<file path="config.mk">
export PLATFORM = sky130hd
export DESIGN_NAME = yvu420_to_bgra_converter_flat
export DESIGN_NICKNAME = d
export VERILOG_FILES = /design/src/rtl/yvc_pkg.sv /design/src/rtl/yvc_req_if.sv /design/src/rtl/yvc_rsp_if.sv /design/src/rtl/yvc_chroma.sv /design/src/rtl/yvc_pixel.sv /design/src/rtl/yvu420_to_bgra_converter.sv /design/src/flat_wrapper.sv
export SDC_FILE = /design/constraint.sdc
export NUM_CORES = 1
export LEC_CHECK = 0
export ABC_AREA = 1
export BUFFER_PORTS_ARGS = -buffer_cell sky130_fd_sc_hd__buf_2
export CORE_ASPECT_RATIO = 0.9
export CORE_UTILIZATION = 50
export CTS_CLUSTER_SIZE = 20
export DETAILED_ROUTE_END_ITERATION = 7
export GPL_TIMING_DRIVEN = 1
export PLACE_DENSITY = 0.78
export REMOVE_ABC_BUFFERS = 1
export SYNTH_ARGS = -nofsm -noshare
export SYNTH_HDL_FRONTEND = slang
export SYNTH_SLANG_ARGS = --single-unit
</file>
<file path="constraint.sdc">
create_clock -name clock -period 9.9 [get_ports clock]
set_input_delay 1.485 -clock clock [delete_from_list [all_inputs] [get_ports clock]]
set_output_delay 1.485 -clock clock [all_outputs]
set_load 0.03 [all_outputs]
</file>
<file path="src/rtl/yvc_pkg.sv">
// ----------------------------------------------------------------------------
// yvc_pkg
// Shared constants, payload types and arithmetic helpers for the YVU 4:2:0
// to BGRA converter.
// ----------------------------------------------------------------------------
package yvc_pkg;

   localparam int SAMPLE_WIDTH = 8;
   localparam int PIXEL_WIDTH  = 32;
   localparam int SUM_WIDTH    = 16;
   localparam int FRAC_BITS    = 6;

   localparam logic signed [SUM_WIDTH-1:0] COEF_B_U      = 16'sd111;
   localparam logic signed [SUM_WIDTH-1:0] COEF_G_V      = -16'sd45;
   localparam logic signed [SUM_WIDTH-1:0] COEF_G_U      = -16'sd22;
   localparam logic signed [SUM_WIDTH-1:0] COEF_R_V      = 16'sd88;
   localparam logic signed [SUM_WIDTH-1:0] CHROMA_OFFSET = 16'sd128;
   localparam logic signed [SUM_WIDTH-1:0] CLAMP_HIGH    = 16'sd16320;

   localparam logic [SAMPLE_WIDTH-1:0] ALPHA_RESET = 8'hFF;

   typedef struct packed {
      logic [SAMPLE_WIDTH-1:0] luma_upper_left;
      logic [SAMPLE_WIDTH-1:0] luma_upper_right;
      logic [SAMPLE_WIDTH-1:0] luma_lower_left;
      logic [SAMPLE_WIDTH-1:0] luma_lower_right;
      logic [SAMPLE_WIDTH-1:0] chroma_v;
      logic [SAMPLE_WIDTH-1:0] chroma_u;
   } req_payload_type;

   typedef struct packed {
      logic [PIXEL_WIDTH-1:0] pixel_upper_left;
      logic [PIXEL_WIDTH-1:0] pixel_upper_right;
      logic [PIXEL_WIDTH-1:0] pixel_lower_left;
      logic [PIXEL_WIDTH-1:0] pixel_lower_right;
   } rsp_payload_type;

   // Chroma contributions shared by all four pixels of a block.
   typedef struct packed {
      logic signed [SUM_WIDTH-1:0] add_b;
      logic signed [SUM_WIDTH-1:0] add_g;
      logic signed [SUM_WIDTH-1:0] add_r;
   } chroma_terms_type;

   // Clamps a scaled sum to the legal range and drops the fraction bits.
   function automatic logic [SAMPLE_WIDTH-1:0] channel_byte(
      input logic signed [SUM_WIDTH-1:0] sum);
      logic [SAMPLE_WIDTH-1:0] result;
      priority if (sum < 0) begin
         result = '0;
      end else if (sum > CLAMP_HIGH) begin
         result = SAMPLE_WIDTH'(CLAMP_HIGH >>> FRAC_BITS);
      end else begin
         result = sum[FRAC_BITS +: SAMPLE_WIDTH];
      end
      return result;
   endfunction

endpackage

</file>
<file path="src/rtl/yvc_req_if.sv">
// ----------------------------------------------------------------------------
// yvc_req_if
// Request channel: one 2x2 block of luma samples and its shared chroma pair.
// ----------------------------------------------------------------------------
interface yvc_req_if
   import yvc_pkg::*;
();
   logic                    valid;
   logic                    ready;
   logic [SAMPLE_WIDTH-1:0] luma_upper_left;
   logic [SAMPLE_WIDTH-1:0] luma_upper_right;
   logic [SAMPLE_WIDTH-1:0] luma_lower_left;
   logic [SAMPLE_WIDTH-1:0] luma_lower_right;
   logic [SAMPLE_WIDTH-1:0] chroma_v;
   logic [SAMPLE_WIDTH-1:0] chroma_u;

   modport source (
      output valid, luma_upper_left, luma_upper_right, luma_lower_left,
             luma_lower_right, chroma_v, chroma_u,
      input  ready
   );

   modport sink (
      input  valid, luma_upper_left, luma_upper_right, luma_lower_left,
             luma_lower_right, chroma_v, chroma_u,
      output ready
   );

   modport monitor (
      input valid, ready, luma_upper_left, luma_upper_right, luma_lower_left,
            luma_lower_right, chroma_v, chroma_u
   );
endinterface

</file>
<file path="src/rtl/yvc_rsp_if.sv">
// ----------------------------------------------------------------------------
// yvc_rsp_if
// Response channel: the four BGRA pixels of one converted 2x2 block.
// ----------------------------------------------------------------------------
interface yvc_rsp_if
   import yvc_pkg::*;
();
   logic                   valid;
   logic                   ready;
   logic [PIXEL_WIDTH-1:0] pixel_upper_left;
   logic [PIXEL_WIDTH-1:0] pixel_upper_right;
   logic [PIXEL_WIDTH-1:0] pixel_lower_left;
   logic [PIXEL_WIDTH-1:0] pixel_lower_right;

   modport source (
      output valid, pixel_upper_left, pixel_upper_right, pixel_lower_left,
             pixel_lower_right,
      input  ready
   );

   modport sink (
      input  valid, pixel_upper_left, pixel_upper_right, pixel_lower_left,
             pixel_lower_right,
      output ready
   );

   modport monitor (
      input valid, ready, pixel_upper_left, pixel_upper_right,
            pixel_lower_left, pixel_lower_right
   );
endinterface

</file>
<file path="src/rtl/yvc_chroma.sv">
// ----------------------------------------------------------------------------
// yvc_chroma
// Removes the chroma offset and forms the three chroma terms of the block.
// ----------------------------------------------------------------------------
module yvc_chroma
   import yvc_pkg::*;
(
   input  logic [SAMPLE_WIDTH-1:0] chroma_v,
   input  logic [SAMPLE_WIDTH-1:0] chroma_u,
   output chroma_terms_type        terms
);

   logic signed [SUM_WIDTH-1:0] v_off;
   logic signed [SUM_WIDTH-1:0] u_off;

   assign v_off = signed'(SUM_WIDTH'(chroma_v)) - CHROMA_OFFSET;
   assign u_off = signed'(SUM_WIDTH'(chroma_u)) - CHROMA_OFFSET;

   // All products and sums stay within 16 signed bits for any input.
   assign terms.add_b = SUM_WIDTH'(COEF_B_U * u_off);
   assign terms.add_g = SUM_WIDTH'(COEF_G_V * v_off + COEF_G_U * u_off);
   assign terms.add_r = SUM_WIDTH'(COEF_R_V * v_off);

endmodule

</file>
<file path="src/rtl/yvc_pixel.sv">
// ----------------------------------------------------------------------------
// yvc_pixel
// Builds one BGRA word from a luma sample, the chroma terms and alpha.
// ----------------------------------------------------------------------------
module yvc_pixel
   import yvc_pkg::*;
(
   input  logic [SAMPLE_WIDTH-1:0] luma,
   input  chroma_terms_type        terms,
   input  logic [SAMPLE_WIDTH-1:0] alpha,
   output logic [PIXEL_WIDTH-1:0]  pixel
);

   logic signed [SUM_WIDTH-1:0] y_scaled;
   logic [SAMPLE_WIDTH-1:0]     blue;
   logic [SAMPLE_WIDTH-1:0]     green;
   logic [SAMPLE_WIDTH-1:0]     red;

   assign y_scaled = signed'(SUM_WIDTH'(luma) << FRAC_BITS);

   assign blue  = channel_byte(SUM_WIDTH'(y_scaled + terms.add_b));
   assign green = channel_byte(SUM_WIDTH'(y_scaled + terms.add_g));
   assign red   = channel_byte(SUM_WIDTH'(y_scaled + terms.add_r));

   assign pixel = {alpha, red, green, blue};

endmodule

</file>
<file path="src/rtl/yvu420_to_bgra_converter.sv">
// ----------------------------------------------------------------------------
// yvu420_to_bgra_converter
// Converts full-range YVU 4:2:0, one 2x2 block per request, to BGRA pixels.
// ----------------------------------------------------------------------------
//
//   Channel   Direction  Payload                               Handshake
//   req       in         4 luma samples, V and U               valid/ready
//   rsp       out        4 BGRA words                          valid/ready
//   csr       in         alpha byte                            write enable
//
// A request is registered, converted combinationally and held in the output
// register; one request is accepted per cycle while the response is not
// stalled. The throughput is set by the single conversion stage between the
// two registers. Reset clears both valid flags and sets alpha to 0xFF. A
// stalled response holds the output register; a new request is still
// accepted while the input register is empty or moves on.
// ----------------------------------------------------------------------------
module yvu420_to_bgra_converter
   import yvc_pkg::*;
(
   input  logic                    clock,
   input  logic                    reset,
   yvc_req_if.sink                 req_channel,
   yvc_rsp_if.source               rsp_channel,
   input  logic                    csr_write_enable,
   input  logic [SAMPLE_WIDTH-1:0] csr_write_data
);

   logic                    in_valid_ff, in_valid_in;
   req_payload_type         in_data_ff, in_data_in;
   logic                    out_valid_ff, out_valid_in;
   rsp_payload_type         out_data_ff, out_data_in;
   logic [SAMPLE_WIDTH-1:0] alpha_ff, alpha_in;

   logic                    out_advance;
   logic                    in_advance;
   chroma_terms_type        terms;
   rsp_payload_type         converted;

   assign out_advance = !out_valid_ff || rsp_channel.ready;
   assign in_advance  = !in_valid_ff || out_advance;

   assign req_channel.ready = in_advance;

   always_comb begin
      in_valid_in  = in_valid_ff;
      in_data_in   = in_data_ff;
      out_valid_in = out_valid_ff;
      out_data_in  = out_data_ff;
      alpha_in     = csr_write_enable ? csr_write_data : alpha_ff;
      if (in_advance) begin
         in_valid_in                 = req_channel.valid;
         in_data_in.luma_upper_left  = req_channel.luma_upper_left;
         in_data_in.luma_upper_right = req_channel.luma_upper_right;
         in_data_in.luma_lower_left  = req_channel.luma_lower_left;
         in_data_in.luma_lower_right = req_channel.luma_lower_right;
         in_data_in.chroma_v         = req_channel.chroma_v;
         in_data_in.chroma_u         = req_channel.chroma_u;
      end
      if (out_advance) begin
         out_valid_in = in_valid_ff;
         out_data_in  = converted;
      end
   end

   always_ff @(posedge clock) begin
      if (reset) begin
         in_valid_ff  <= 1'b0;
         out_valid_ff <= 1'b0;
         alpha_ff     <= ALPHA_RESET;
      end else begin
         in_valid_ff  <= in_valid_in;
         out_valid_ff <= out_valid_in;
         alpha_ff     <= alpha_in;
      end
   end

   always_ff @(posedge clock) begin
      in_data_ff  <= in_data_in;
      out_data_ff <= out_data_in;
   end

   yvc_chroma u_chroma (
      .chroma_v (in_data_ff.chroma_v),
      .chroma_u (in_data_ff.chroma_u),
      .terms    (terms)
   );

   yvc_pixel u_pixel_upper_left (
      .luma  (in_data_ff.luma_upper_left),
      .terms (terms),
      .alpha (alpha_ff),
      .pixel (converted.pixel_upper_left)
   );

   yvc_pixel u_pixel_upper_right (
      .luma  (in_data_ff.luma_upper_right),
      .terms (terms),
      .alpha (alpha_ff),
      .pixel (converted.pixel_upper_right)
   );

   yvc_pixel u_pixel_lower_left (
      .luma  (in_data_ff.luma_lower_left),
      .terms (terms),
      .alpha (alpha_ff),
      .pixel (converted.pixel_lower_left)
   );

   yvc_pixel u_pixel_lower_right (
      .luma  (in_data_ff.luma_lower_right),
      .terms (terms),
      .alpha (alpha_ff),
      .pixel (converted.pixel_lower_right)
   );

   assign rsp_channel.valid             = out_valid_ff;
   assign rsp_channel.pixel_upper_left  = out_data_ff.pixel_upper_left;
   assign rsp_channel.pixel_upper_right = out_data_ff.pixel_upper_right;
   assign rsp_channel.pixel_lower_left  = out_data_ff.pixel_lower_left;
   assign rsp_channel.pixel_lower_right = out_data_ff.pixel_lower_right;

endmodule

</file>
<file path="src/flat_wrapper.sv">
// flat-port wrapper written by rule: the top's interface ports become plain ports
module yvu420_to_bgra_converter_flat import yvc_pkg::*;
  (clock, reset, csr_write_enable, csr_write_data, req_channel_valid, req_channel_luma_upper_left, req_channel_luma_upper_right, req_channel_luma_lower_left, req_channel_luma_lower_right, req_channel_chroma_v, req_channel_chroma_u, req_channel_ready, rsp_channel_valid, rsp_channel_pixel_upper_left, rsp_channel_pixel_upper_right, rsp_channel_pixel_lower_left, rsp_channel_pixel_lower_right, rsp_channel_ready);
  yvc_req_if req_channel_i ();
  yvc_rsp_if rsp_channel_i ();
  input  logic clock;
  input  logic reset;
  input  logic csr_write_enable;
  input  logic [SAMPLE_WIDTH-1:0] csr_write_data;
  input wire logic [$bits(req_channel_i.valid)-1:0] req_channel_valid;
  input wire logic [$bits(req_channel_i.luma_upper_left)-1:0] req_channel_luma_upper_left;
  input wire logic [$bits(req_channel_i.luma_upper_right)-1:0] req_channel_luma_upper_right;
  input wire logic [$bits(req_channel_i.luma_lower_left)-1:0] req_channel_luma_lower_left;
  input wire logic [$bits(req_channel_i.luma_lower_right)-1:0] req_channel_luma_lower_right;
  input wire logic [$bits(req_channel_i.chroma_v)-1:0] req_channel_chroma_v;
  input wire logic [$bits(req_channel_i.chroma_u)-1:0] req_channel_chroma_u;
  output wire logic [$bits(req_channel_i.ready)-1:0] req_channel_ready;
  output wire logic [$bits(rsp_channel_i.valid)-1:0] rsp_channel_valid;
  output wire logic [$bits(rsp_channel_i.pixel_upper_left)-1:0] rsp_channel_pixel_upper_left;
  output wire logic [$bits(rsp_channel_i.pixel_upper_right)-1:0] rsp_channel_pixel_upper_right;
  output wire logic [$bits(rsp_channel_i.pixel_lower_left)-1:0] rsp_channel_pixel_lower_left;
  output wire logic [$bits(rsp_channel_i.pixel_lower_right)-1:0] rsp_channel_pixel_lower_right;
  input wire logic [$bits(rsp_channel_i.ready)-1:0] rsp_channel_ready;
  assign req_channel_i.valid = req_channel_valid;
  assign req_channel_i.luma_upper_left = req_channel_luma_upper_left;
  assign req_channel_i.luma_upper_right = req_channel_luma_upper_right;
  assign req_channel_i.luma_lower_left = req_channel_luma_lower_left;
  assign req_channel_i.luma_lower_right = req_channel_luma_lower_right;
  assign req_channel_i.chroma_v = req_channel_chroma_v;
  assign req_channel_i.chroma_u = req_channel_chroma_u;
  assign req_channel_ready = req_channel_i.ready;
  assign rsp_channel_valid = rsp_channel_i.valid;
  assign rsp_channel_pixel_upper_left = rsp_channel_i.pixel_upper_left;
  assign rsp_channel_pixel_upper_right = rsp_channel_i.pixel_upper_right;
  assign rsp_channel_pixel_lower_left = rsp_channel_i.pixel_lower_left;
  assign rsp_channel_pixel_lower_right = rsp_channel_i.pixel_lower_right;
  assign rsp_channel_i.ready = rsp_channel_ready;
  yvu420_to_bgra_converter u_core (.clock(clock), .reset(reset), .req_channel(req_channel_i), .rsp_channel(rsp_channel_i), .csr_write_enable(csr_write_enable), .csr_write_data(csr_write_data));
endmodule
</file>
==> reports/metrics.cfg <==
[synthesis]
ys_top_cells_by_area = edfxtp_1, ha_1, nand2_1, inv_1, fa_1
synth_top_cell_by_area = edfxtp_1
ys_warn_count = 0
synth.top_cell.area_share_pct = 26.6
synth_seq_cells = 162
synth_area_per_cell_sq_um = 7.83
yosysMostFrequentCell = nand2_1
post_synth_most_frequent_cells = nand2_1, inv_1, ha_1
synthArstFlopShare_pct = 0
synth.cell_area_sq_um = 17200
ys.flop_type = edfxtp_1
synth_edf_count = 152
yosysSeqAreaShare_pct = 27.8
synthDistinctLibCells = 42
syn_inst = 2192

[sta]
fin_setup_tns_ns = 0
tightestPinTransition_ns = 0.837
fin_crit_ns = 7.94
slew_headroom_pct = 44.2
final_max_slew_viol_count = 0
skew_ns = 0.0160
max_freq_mhz = 126
setup_viol = 0
hold_viol = 0
period_share_pct = 80.2
rsz0062_at_grt = false

[worst_setup_path]
worstSetupEndpoint = u_core.rsp_channel.pixel_lower_right[10]
worst-path-buf-inv = 7
regToRegStartpoint = u_core.in_data_ff[1]
crit_path_end_kind = register
cp.depth = 34
r2r_end = u_core.rsp_channel.pixel_lower_right[10]
worstPathMaxFanout = 7
worst_path_max_delay_cell = fa_1
r2r_cells = 34
startpoint = u_core.in_data_ff[1]
arrival_ns = 8.16
cp_slowest_stage_delay_ns = 0.58
reg2reg_slack_ns = 1.96
start_kind = register
crit_family = adder cells
criticalPathCategory = register to register
critical_path_required_ns = 10.12

[clocking]
numCtsBuffers = 17
clock_path_buffers = 2
ctsHoldBuffers = 0
cts_setup_buffers = 0
path_clk_slew_ns = 0.06
clkLatencyLatePin_ns = 0.47
cts.sinks = 162
htree_levels = 4
tritoncts = yes
cts-root-buf = clkbuf_16
cts_resized = 0

[layout]
area_growth_pct = 11.2
design_area_sq_um = 19100
num-nets-final = 2741
drive_gt1_share_pct = 12.7
fillers = 3038
diodes = 0

[placement]
placed_area_sq_um = 18500
io_buffers = 190
place.gp.congestion = 0.968
place_hpwl_microns = 36200

[hold_path]
hold_depth = 0
hold_path_class = register to register
hp-start = u_core.alpha_ff[1]

[floorplan]
rows = 63
core_area_sq_um = 33300
initial_core_util_pct = 51.5
die_w_microns = 197
dieArea_sq_um = 35100
dieHeight_microns = 178
num_io_pins = 191

[detailed_routing]
via_per_inst = 5.19
drc = 0
drt_iter0_drc = 1185
ant_nets = 0
vias = 14800
post_drt_wl_per_cell_microns = 15.8
first_pass_iters = 5
drt-total-wl_microns = 45000

[grt]
antenna_found_initial = 0
grt.overflow.total = 0
grt_pass1_vias = 13900
grt_pass1_wl_microns = 70400
grt_max_degree = 70
grt_usage_pct = 26.3

[outcome]
status = completed

[flow_run]
drv_cap = 0

-- cells by family (layout without fill, tap and decap cells) --
family	count (synthesis)	count (layout)	share of synthesized area, %
AOI/OAI and AO/OA	151	151	4.88
xor gates and xnor gates	62	62	3.16
adders and majority gates	305	305	25.6
buffers and inverters	499	695	11.5
DFF	162	162	27.8
and+or+nand+nor	1013	1013	27.1
-- stage by stage --
step	utilization [%]	worst slack, ns	std cells	hold slack, ns
detailed placement	55.5	2.05	2811	0.418
finish	57.2	1.96	2843	0.438
CTS	57.2	1.97	2843	0.436
global route	57.2	1.48	2843	0.450
global placement	55.5	2.30	2811	0.412
floorplan	-	2.90	2164	0.409
-- placed cells by master, fill, tap and decap left out, drive strengths merged, types with 8 or more instances in the layout --
master	instances
a21o	13
xnor2	26
buf	192
nand4	53
nand3	200
a21oi	99
fa	76
dfxtp	10
inv	478
edfxtp	152
ha	229
or2	27
o21ai	20
xor2	36
nand2	549
nor2	137
nand3b	41
a21boi	8
clkbuf	20
-- how the worst min path moves through the flow --
stage,end,slack [ns]
6_report,u_core.rsp_channel.pixel_lower_right[25],0.44
2_1_floorplan,u_core.rsp_channel.pixel_lower_right[24],0.41
5_1_grt,u_core.rsp_channel.pixel_lower_right[26],0.45
4_1_cts,u_core.rsp_channel.pixel_lower_right[27],0.44
3_3_place_gp,u_core.rsp_channel.pixel_lower_right[27],0.41
3_5_place_dp,u_core.rsp_channel.pixel_lower_right[27],0.42
-- layout make-up --
cell class,count,area (sq um),share of cell area (%)
well taps,455,569,2.98
flip-flops and latches,162,4760,25.0
clock buffers,20,479,2.51
inverters,471,1770,9.26
multi-input cells,1531,10400,54.6
clock inverters,12,109,0.570
repair buffers,192,966,5.06
-- metal layers --
layer	up-vias	track usage [%]	routed length [microns]
met2	458	42.2	19800
met3	108	4.56	2750
li1	7371	-	-
met5	-	0	0
met4	0	13.0	1860
met1	6821	34.3	20500
-- state kept, by name, indices dropped and copies added (netlist names) --
| signal | cells |
|---|---|
| u_core.in_data_ff | 48 |
| u_core.rsp_channel.pixel_lower_right | 32 |
| u_core.rsp_channel.pixel_lower_left | 24 |
| u_core.rsp_channel.pixel_upper_left | 24 |
| u_core.rsp_channel.pixel_upper_right | 24 |
| u_core.alpha_ff | 8 |
| u_core.in_valid_ff | 1 |
| u_core.rsp_channel.valid | 1 |
Power is not shown: default switching activity piles up to over one toggle a cycle in this logic, so the estimate is an artifact.
